## src/rtl/bmhq_pkg.sv

```systemverilog
// Shared types and codes for the binary min-heap priority queue.
package bmhq_pkg;

	localparam int KEY_W     = 32;
	localparam int PAYLOAD_W = 16;
	localparam int COUNT_W   = 11;

	localparam logic CMD_PUSH = 1'b0;
	localparam logic CMD_POP  = 1'b1;

	localparam logic [1:0] ERR_NONE  = 2'd0;
	localparam logic [1:0] ERR_EMPTY = 2'd1;
	localparam logic [1:0] ERR_FULL  = 2'd2;

	typedef struct packed {
		logic                        cmd;
		logic signed [KEY_W-1:0]     key_in;
		logic        [PAYLOAD_W-1:0] payload_in;
	} req_t;

	typedef struct packed {
		logic signed [KEY_W-1:0]     key_out;
		logic        [PAYLOAD_W-1:0] payload_out;
		logic                        popped;
		logic        [1:0]           error_code;
		logic                        is_empty;
		logic        [COUNT_W-1:0]   entry_count;
	} rsp_t;

	// Verdict of the shared key compare unit.
	typedef struct packed {
		logic node_lt_left;  // moving entry strictly below the left/parent key
		logic stop;          // sift-down ends at the current slot
		logic pick_right;    // sift-down promotes the right child
	} cmp_dec_t;

endpackage

```

## src/rtl/bmhq_cmp.sv

```systemverilog
// Shared signed key compare unit: sift-up test and sift-down child choice.
module bmhq_cmp (
	input  logic signed [bmhq_pkg::KEY_W-1:0] node_key,
	input  logic signed [bmhq_pkg::KEY_W-1:0] left_key,
	input  logic signed [bmhq_pkg::KEY_W-1:0] right_key,
	input  logic                              has_right,
	output bmhq_pkg::cmp_dec_t                dec
);
	import bmhq_pkg::*;

	logic node_lt_left;
	logic node_lt_right;
	logic right_lt_left;

	assign node_lt_left  = node_key < left_key;
	assign node_lt_right = node_key < right_key;
	assign right_lt_left = right_key < left_key;

	// one child: stop only if strictly below it
	// two children: stop only if strictly below both, ties go left
	assign dec.node_lt_left = node_lt_left;
	assign dec.stop         = has_right ? (node_lt_left && node_lt_right) : node_lt_left;
	assign dec.pick_right   = has_right && right_lt_left;

endmodule

```

## config.mk

```make
export PLATFORM = sky130hd
export DESIGN_NAME = bmhq_cmp
export DESIGN_NICKNAME = d
export VERILOG_FILES = /design/src/rtl/bmhq_pkg.sv /design/src/rtl/bmhq_cmp.sv
export SDC_FILE = /design/constraint.sdc
export NUM_CORES = 1
export LEC_CHECK = 0
export BUFFER_PORTS_ARGS = -buffer_cell sky130_fd_sc_hd__buf_2
export CORE_ASPECT_RATIO = 0.5
export CORE_MARGIN = 2
export CORE_UTILIZATION = 51
export DETAILED_ROUTE_END_ITERATION = 16
export PLACE_DENSITY = 0.85
export SLEW_MARGIN = 30
export SYNTH_ARGS = -nofsm -noshare
export SYNTH_HDL_FRONTEND = slang
export SYNTH_SLANG_ARGS = --single-unit
export TNS_END_PERCENT = 30
```

## constraint.sdc

```tcl
create_clock -name vclk -period 2.7
set_clock_uncertainty 0.05 [all_clocks]
set_input_delay 0.27 -clock vclk [all_inputs]
set_output_delay 0.27 -clock vclk [all_outputs]
set_load 0.05 [all_outputs]
```

# --- Yosys cells after proc, flatten, opt, wreduce, memory -nomap -nowiden ---
# Index checks and enable logic that the tools add are counted.
word_totals:
  reg_bits: 0
  latch_bits: 0
  ramBits: 0
  mem_bits_ro: 0
  out_inout_bits: 3
  elab_cells: 6
  mem_count: 0
classes:
  n_addsub: 0
  multipliers: 0
  n_div: 0
  n_lt_le_gt_ge: 3
  n_eq_ne: 0
  n_shift: 0
  n_mux: 1
  bitwise_logic: 0
  n_reduce_logical: 2
ops:
  columns: ["cell", "count"]
  rows:
  - ["32-bit < comparator", 3]
  - ["1-bit logical AND", 2]
  - ["1-bit 2-to-1 mux", 1]

# --- Longest topological paths before layout ---
# Gate-level depths: netlist (run 1).
depth:
  depth_word: 3
  depth_mapped: 9

# --- Worst setup path after synthesis (run 1) ---
# OpenSTA, ideal clock, no wires.
synth_timing:
  path_type: "input to output"
  startpoint: "input left_key[17] (netlist bit)"
  endpoint: "output dec[0] (netlist bit)"
  arrival_ns: 2.535
  t_required_ns: 2.380
  path_slack_ns: -0.155
  path_stages: 9
  n_path_buf: 0
  path_cell_list: "inv_1 > ha_1 > a21o_1 > a21o_1 > a21o_1 > a221o_1 > a211oi_1 > o2111ai_1 > mux2i_1"
synth_lines:
  columns: ["element", "line_no", "source"]
  rows:
  - ["from (decl)", "bmhq_cmp.sv:4", "input logic signed [bmhq_pkg::KEY_W-1:0] left_key,"]
  - ["to (decl)", "bmhq_cmp.sv:7", "output bmhq_pkg::cmp_dec_t dec"]

==> metrics, run 1 <==
Final Hold Violating Endpoints 0; number of cells on the worst hold path 3; buffers added on ports 100; category of the most critical setup path in -> out; smallest setup slack after layout 113 ps; post-synthesis cell area 2280 um2; Cell variety after synth 32; Critical Path, Cell by Cell buf_2, inv_1, ha_1, a21o_1, a21o_1, a221o_1, o21ai_0, o211a_1, o41a_2, a21boi_1, buf_4; Leak 1.86 nW; synthesized netlist cell count 291; via density per instance 5.40; leftover overflow at the end of global routing 0; Residual DRC 0; count of yosys warnings during synthesis 0; kind of capture point of the worst setup path output port; crit path buf inv count 3; number of slew-limit violations in the final report 0; maximum vdd drop 0.0000711 V; DRT Wirelength 5750 um; initial antenna violation count 0; top library cells by usage in the layout, fill and taps aside 98 x buf_2, 93 x ha_1, 64 x inv_1; sum of negative setup slack 0 ps; Hold-fix buffers, CTS 0; detailed-placement wirelength estimate 5470 um; Max-Cap Viols 0; placed cell count 447; die height 51.3 um; pre-CTS setup slack -42.3 ps; DIE WIDTH 98.5 um; critical-path cell with the highest stage delay a221o_1; areal power density over the cells 160 nW/um2; mean instance size in the synthesized netlist 7.83 um2; classification of the worst-slack hold path in -> out; storage element area 0 um2; CP peak stage delay 330 ps; row count 17; first-pass GRT wire length 9730 um; total power of the final layout 0.000457 W; I/O pin cnt 100; total routing resource utilization after global routing 22.7%; run status finished clean; leading cell type in the layout, fill and taps excluded buf_2; first drt pass iteration count 4; top achievable clock speed 386 MHz; first-iteration detailed-routing DRC count 40; via count 2414; Syn Nets 481; vias in the first global route 2443; destination of the worst hold path dec[1]; Seq/Total Area, Yosys 0%; Synth-to-Final Area Change 25.8%; maximum number of pins on one net before global-route repair 4; relative slew slack 63.6%; Clock buffer cells 0; final-report setup violation count 0; routability-driven placement congestion ratio 0.863; antenna diode instance count 0; Die ar. 5050 um2; average wire per cell in the routed design 12.9 um; layout net count 582; post-CTS setup buffers 0; core area 4340 um2; final worst-path cycle share 95.8%; starting density of the core 52.5%; minimum clock period 2590 ps; Worst path top cell family by delay compound AO/OA/AOI/OAI gates; non-filler instance count after layout 447; slew of the pin with the lowest slew margin 532 ps; sequential cell count of the final layout 0; remaining number of nets flagged by the antenna check after routing 0; setup repair after global routing missed its margin no; startpoint types input pin; Crit path arrival time 2270 ps; Data required, critical path 2380 ps; Worst Min Path Start has_right; ratio of cells with drive above 1 in the final layout 27.4%; top fanout value on the critical path 2; most prevalent standard cell on the critical path a21o_1
-- what timing repair did --
item | in CTS | in global routing
gates cloned | 0 | 0
endpoints found under the setup margin | 1 | 2
gates resized for setup | 1 | 5
pin swaps | 0 | 1
-- layer usage --
metal	up-vias	global-route usage, %	wire length (um)
li1	1260	-	-
met1	1091	26.7	2530
met2	57	46.4	2990
met3	6	1.37	195
met4	0	3.65	34
met5	-	0	0
-- report_power, final --
| part | total (W) | internal (W) | switching, W |
|---|---|---|---|
| clock network | 0 | 0 | 0 |
| logic | 0.000457 | 0.000219 | 0.000239 |
| registers | 0 | 0 | 0 |
-- worst min-delay path: cells and delay by family --
kind                   cells  cell delay, ps
buffers and inverters      2             290
AOI/OAI and AO/OA          1              60
-- stage by stage --
step           utilization (%)  hold WS [ps]  instance area [um2]
2_1_floorplan                -           756                 2280
3_3_place_gp              65.6           854                 2850
6_report                  66.0           845                 2870
4_1_cts                   65.7           863                 2850
5_1_grt                   66.0           851                 2870
3_5_place_dp              65.6           863                 2850
-- worst max-delay path by stage --
stage                             from     end  slack (ps)  cells past startpoint
after CTS                 left_key[17]  dec[0]           3                     11
after floorplan           left_key[25]  dec[1]        -130                      9
after global placement    left_key[17]  dec[0]          60                     11
after global routing      left_key[13]  dec[1]         0.4                     11
after detailed placement  left_key[17]  dec[0]         -40                     11
final                     left_key[13]  dec[1]         110                     11
-- layout make-up --
type,instances,area (um2)
repair buffers,100,509
fillers,398,1470
inverters,64,240
multi-input cells,226,2040
well taps,57,71.3
-- cells in the mapped netlist, drive strengths merged, types with 2 or more instances --
library cell  count  area, um2
nand2b            6       37.5
nand2             9       33.8
a21o             29        218
a221o             2       20.0
a211oi            4       30.0
o41a              2       25.0
a221oi            3       26.3
nor3              3       15.0
o21ai             8       40.0
ha               93       1160
o211ai            2       15.0
nor2             11       41.3
and4              2       17.5
a2111oi           2       36.3
a21oi            17       85.1
nand4            14       87.6
inv              64        240
o21a              4       30.0
nand3             4       20.0
-- cells by family (layout without fill, tap and decap cells) --
logic type | count (synthesis) | in the layout | synth area share [%]
fa+ha+maj | 93 | 93 | 51.1
compound gates | 79 | 79 | 25.3
buf+inv | 65 | 164 | 10.9
simple gates | 52 | 52 | 11.9
xor+xnor | 1 | 1 | 0.384
mux | 1 | 1 | 0.439
Note: power is estimated with default switching activity, not from simulation.
==> inputs of run 2 (changes only) <==
==> constraint.sdc (replaced) <==
create_clock -name vclk -period 2.7
set_clock_uncertainty 0.05 [all_clocks]
set_input_delay 0 -clock vclk [all_inputs]
set_output_delay 0 -clock vclk [all_outputs]
set_load 0.05 [all_outputs]
==> run 2 against run 1 <==
Final area down 0.79%. Via count down 1.4%. Maximum frequency up 19%. Largest power group unchanged.
==> metrics, run 2 (synthesized netlist as in run 1, its figures left out) <==
top fanout value on the critical path 2 (unchanged); starting density of the core 52.5% (unchanged); leftover overflow at the end of global routing 0 (unchanged); DRT Wirelength 5760 um (+0.12%); Clock buffer cells 0 (unchanged); Max-Cap Viols 0 (unchanged); classification of the worst-slack hold path in -> out; Die ar. 5050 um2 (unchanged); routability-driven placement congestion ratio 0.855 (-1.0%); first-iteration detailed-routing DRC count 38 (-5.0%); Final Hold Violating Endpoints 0 (unchanged); row count 17 (unchanged); storage element area 0 um2 (unchanged); leading cell type in the layout, fill and taps excluded buf_2; Leak 1.86 nW (about the same); Critical Path, Cell by Cell buf_2, inv_1, ha_1, a21o_1, a21o_1, a21o_1, a221o_1, a211oi_1, o2111ai_1, mux2i_1, buf_2; Non-Filler Cell Area, Final 2840 um2 (-0.79%); setup repair after global routing missed its margin no; buffers added on ports 100 (unchanged); Crit path arrival time 2130 ps (-140 ps); first-pass GRT wire length 9910 um (+1.8%); I/O pin cnt 100 (unchanged); average wire per cell in the routed design 12.9 um (+0.12%); most prevalent standard cell on the critical path a21o_1; core area 4340 um2 (unchanged); crit path buf inv count 3 (unchanged); Synth-to-Final Area Change 24.8%; sequential cell count of the final layout 0 (unchanged); remaining number of nets flagged by the antenna check after routing 0 (unchanged); CP peak stage delay 300 ps (-30 ps); initial antenna violation count 0 (unchanged); category of the most critical setup path in -> out; areal power density over the cells 158 nW/um2 (-0.84%); run status finished clean; maximum vdd drop 0.0000703 V (-1.2%); non-filler instance count after layout 447 (unchanged); top library cells by usage in the layout, fill and taps aside 100 x buf_2, 93 x ha_1, 64 x inv_1; top achievable clock speed 460 MHz (+19%); vias in the first global route 2438 (-0.20%); area taken by multi-input logic gates 2030 um2 (-0.67%); DIE WIDTH 98.5 um (unchanged); ratio of cells with drive above 1 in the final layout 26.7% (-0.77 points); placed cell count 447 (unchanged); slew of the pin with the lowest slew margin 392 ps (-140 ps); maximum number of pins on one net before global-route repair 4 (unchanged); detailed-placement wirelength estimate 5440 um (-0.54%); post-CTS setup buffers 0 (unchanged); total power of the final layout 0.000450 W (-1.6%); kind of capture point of the worst setup path output port; die height 51.3 um (unchanged); antenna diode instance count 0 (unchanged); final-report setup violation count 0 (unchanged); Worst path top cell family by delay compound AO/OA/AOI/OAI gates; via count 2381 (-1.4%); Residual DRC 0 (unchanged); final worst-path cycle share 80.6% (-15 points); layout net count 582 (unchanged); via density per instance 5.33 (-1.4%); sum of negative setup slack 0 ps (unchanged); Data required, critical path 2650 ps (+270 ps); area after detailed placement 2840 um2 (-0.13%); number of slew-limit violations in the final report 0 (unchanged); critical-path cell with the highest stage delay ha_1; Resized cells post-CTS 0 (-1); first drt pass iteration count 4 (unchanged); startpoint types input pin; total routing resource utilization after global routing 23.1% (+0.41 points); fillcell total 393 (-1.3%); relative slew slack 73.2% (+9.6 points); minimum clock period 2180 ps (-411 ps); Hold-fix buffers, CTS 0 (unchanged)
==> run 2: cell counts in the layout (fill, tap and decap cells not counted) <==
Identical to the previous run, type by type.
==> run 2: metrics by stage <==
stage | setup slack [ps] | util [%] | hold slack (ps)
5_1_grt | 451 | 65.5 | 336
4_1_cts | 543 | 65.5 | 316
2_1_floorplan | 385 | - | 218
3_5_place_dp | 561 | 65.5 | 316
3_3_place_gp | 599 | 65.5 | 314
6_report | 524 | 65.5 | 312
==> run 2: final cells by class <==
type / instances / share of cell area, %
multi-input cells: 226 / 71.4
repair buffers: 100 / 17.6
inverters: 64 / 8.45
well taps: 57 / 2.51
==> run 2: power by group <==
part | switching (W) | internal (W)
Clock | 0 | 0
Combinational | 0.000237 | 0.000213
Sequential | 0 | 0
==> run 2: routing by layer <==
layer / wire [um] / vias to the layer above / GRT usage [%]
met3: 215 / 2 / 1.23
li1: - / 1259 / -
met5: 0 / - / 0
met2: 2960 / 59 / 46.5
met1: 2570 / 1061 / 28.1
met4: 19 / 0 / 2.97
==> run 2: worst paths after layout <==
check / startpoint / depth (start not counted) / slack (ps) / to
max: left_key[17] / 11 / 520 / dec[0]
min: has_right / 3 / 310 / dec[1]
==> inputs of run 3 (changes only) <==
--- a/config.mk
+++ b/config.mk
@@ -8,9 +8,9 @@
 export BUFFER_PORTS_ARGS = -buffer_cell sky130_fd_sc_hd__buf_2
 export CORE_ASPECT_RATIO = 0.5
 export CORE_MARGIN = 2
-export CORE_UTILIZATION = 51
+export CORE_UTILIZATION = 46
 export DETAILED_ROUTE_END_ITERATION = 16
-export PLACE_DENSITY = 0.85
+export PLACE_DENSITY = 0.81
 export SLEW_MARGIN = 30
 export SYNTH_ARGS = -nofsm -noshare
 export SYNTH_HDL_FRONTEND = slang
==> constraint.sdc (replaced) <==
create_clock -name vclk -period 2
set_clock_uncertainty 0.05 [all_clocks]
set_input_delay 0 -clock vclk [all_inputs]
set_output_delay 0 -clock vclk [all_outputs]
set_load 0.05 [all_outputs]
==> run 3 against run 2 <==
Highest routed layer is now met3. Critical path depth shrank 1. Combinational power is 46% higher. Critical path type unchanged. Largest cell class unchanged. Final area rose by 7.3%. Worst setup slack worse by 450 ps.
==> metrics, run 3 (synthesized netlist as in run 1, its figures left out) <==
run status finished clean; detailed-placement wirelength estimate 5150 um (-5.2%); sequential cell count of the final layout 0 (unchanged); top fanout value on the critical path 2 (unchanged); classification of the worst-slack hold path in -> out; Die ar. 5570 um2 (+10%); Max-Cap Viols 0 (unchanged); met3 wire length 197 um (-8.4%); relative slew slack 75.4% (+2.2 points); sum of negative setup slack 0 ps (unchanged); area after detailed placement 2940 um2 (+3.5%); leftover overflow at the end of global routing 0 (unchanged); kind of capture point of the worst setup path output port; Met1 Routed Length 2720 um (+5.8%); initial antenna violation count 0 (unchanged); buffers added on ports 100 (unchanged); minimum clock period 1930 ps; DIE WIDTH 104 um (+5.1%); Leak 1.92 nW (+2.9%); first drt pass iteration count 4 (unchanged); antenna diode instance count 0 (unchanged); storage element area 0 um2 (unchanged); starting density of the core 47.1% (-5.5 points); via density per instance 4.98 (-6.5%); maximum number of pins on one net before global-route repair 4 (unchanged); Clock buffer cells 0 (unchanged); Crit path arrival time 1880 ps (-250 ps); ratio of cells with drive above 1 in the final layout 32.8% (+6.1 points); row count 18 (+1); Non-Filler Cell Area, Final 3050 um2 (+7.3%); top library cells by usage in the layout, fill and taps aside 97 x buf_2, 89 x ha_1, 61 x inv_1; Worst Min Path Start has_right; destination of the worst hold path dec[1]; post-CTS setup buffers 0 (unchanged); Final Hold Violating Endpoints 0 (unchanged); Data required, critical path 1950 ps (-700 ps); number of slew-limit violations in the final report 0 (unchanged); die height 53.8 um (+4.9%); Synth-to-Final Area Change 33.9%; category of the most critical setup path in -> out; pre-CTS setup slack -116 ps (-677 ps); remaining number of nets flagged by the antenna check after routing 0 (unchanged); smallest setup slack after layout 70.3 ps (-454 ps); I/O pin cnt 100 (unchanged); vias in the first global route 2203 (-9.6%); critical path launch point right_key[17]; total routing resource utilization after global routing 18.9% (-4.2 points); number of cells on the worst hold path 3 (unchanged); Residual DRC 0 (unchanged); top achievable clock speed 518 MHz; final-report setup violation count 0 (unchanged); maximum vdd drop 0.000106 V (+50%); areal power density over the cells 215 nW/um2 (+36%); slew of the pin with the lowest slew margin 368 ps (-24.5 ps); highest signal layer in the routed design met3; startpoint types input pin; core area 4840 um2 (+12%); via count 2340 (-1.7%); average wire per cell in the routed design 11.9 um (-7.8%); final worst-path cycle share 96.5%; routability-driven placement congestion ratio 0.863 (+0.99%); met2 WL 2670 um (-9.7%); DRT Wirelength 5580 um (-3.1%); leading cell type in the layout, fill and taps excluded buf_2; non-filler instance count after layout 470 (+5.1%); layout net count 592 (+1.7%); placed cell count 470 (+5.1%); first-pass GRT wire length 8890 um (-10%); first-iteration detailed-routing DRC count 34 (-11%)
[run 3: routing by layer]
layer | up-vias | track usage (%)
met2 | 46 | 37.9
met1 | 1016 | 24.4
met4 | 0 | 1.13
met3 | 0 | 0.726
li1 | 1278 | -
met5 | - | 0
[run 3: what timing repair did]
| item | in CTS | in global routing |
|---|---|---|
| pin swaps | 4 | 20 |
| hold buffers | 0 | 0 |
| gates resized for setup | 6 | 17 |
| hold endpoints to repair | 0 | 0 |
| setup endpoints to repair | 2 | 3 |
[run 3: per-stage QoR]
| step | util, % | total power (W) | hold WS, ps |
|---|---|---|---|
| after floorplan | - | 0.000389 | 94.4 |
| after global placement | 60.7 | 0.000600 | 313 |
| after detailed placement | 60.7 | 0.000616 | 314 |
| after CTS | 61.2 | 0.000633 | 268 |
| after global routing | 63.0 | 0.000750 | 279 |
| final | 63.0 | 0.000657 | 267 |
[run 3: layout make-up]
class	instances	area (um2)
Fill cell	449	1790
Inverter	64	240
Multi-Input combinational cell	226	2130
Tap cell	70	87.6
Timing Repair Buffer	110	594
[run 3: how the worst max path moves through the flow]
stage                         to  slack (ps)
after global routing      dec[0]         -10
final                     dec[0]          70
after CTS                 dec[0]         0.2
after floorplan           dec[0]         -80
after detailed placement  dec[0]        -120
after global placement    dec[0]        -120
[run 3: worst max-delay path, cell delays in order]
cell       delay, ps
buf_2            120
ha_4             230
a21o_1           150
a21o_1           150
a21o_1           150
a221o_1          330
a211oi_2         240
o2111ai_1        140
mux2i_2          170
buf_6            180
[run 3: where the power goes]
group / leakage [nW] / internal, W / switching, W / total, W
sequential: 0 / 0 / 0 / 0
combinational: 1.92 / 0.000324 / 0.000333 / 0.000657
clock: 0 / 0 / 0 / 0
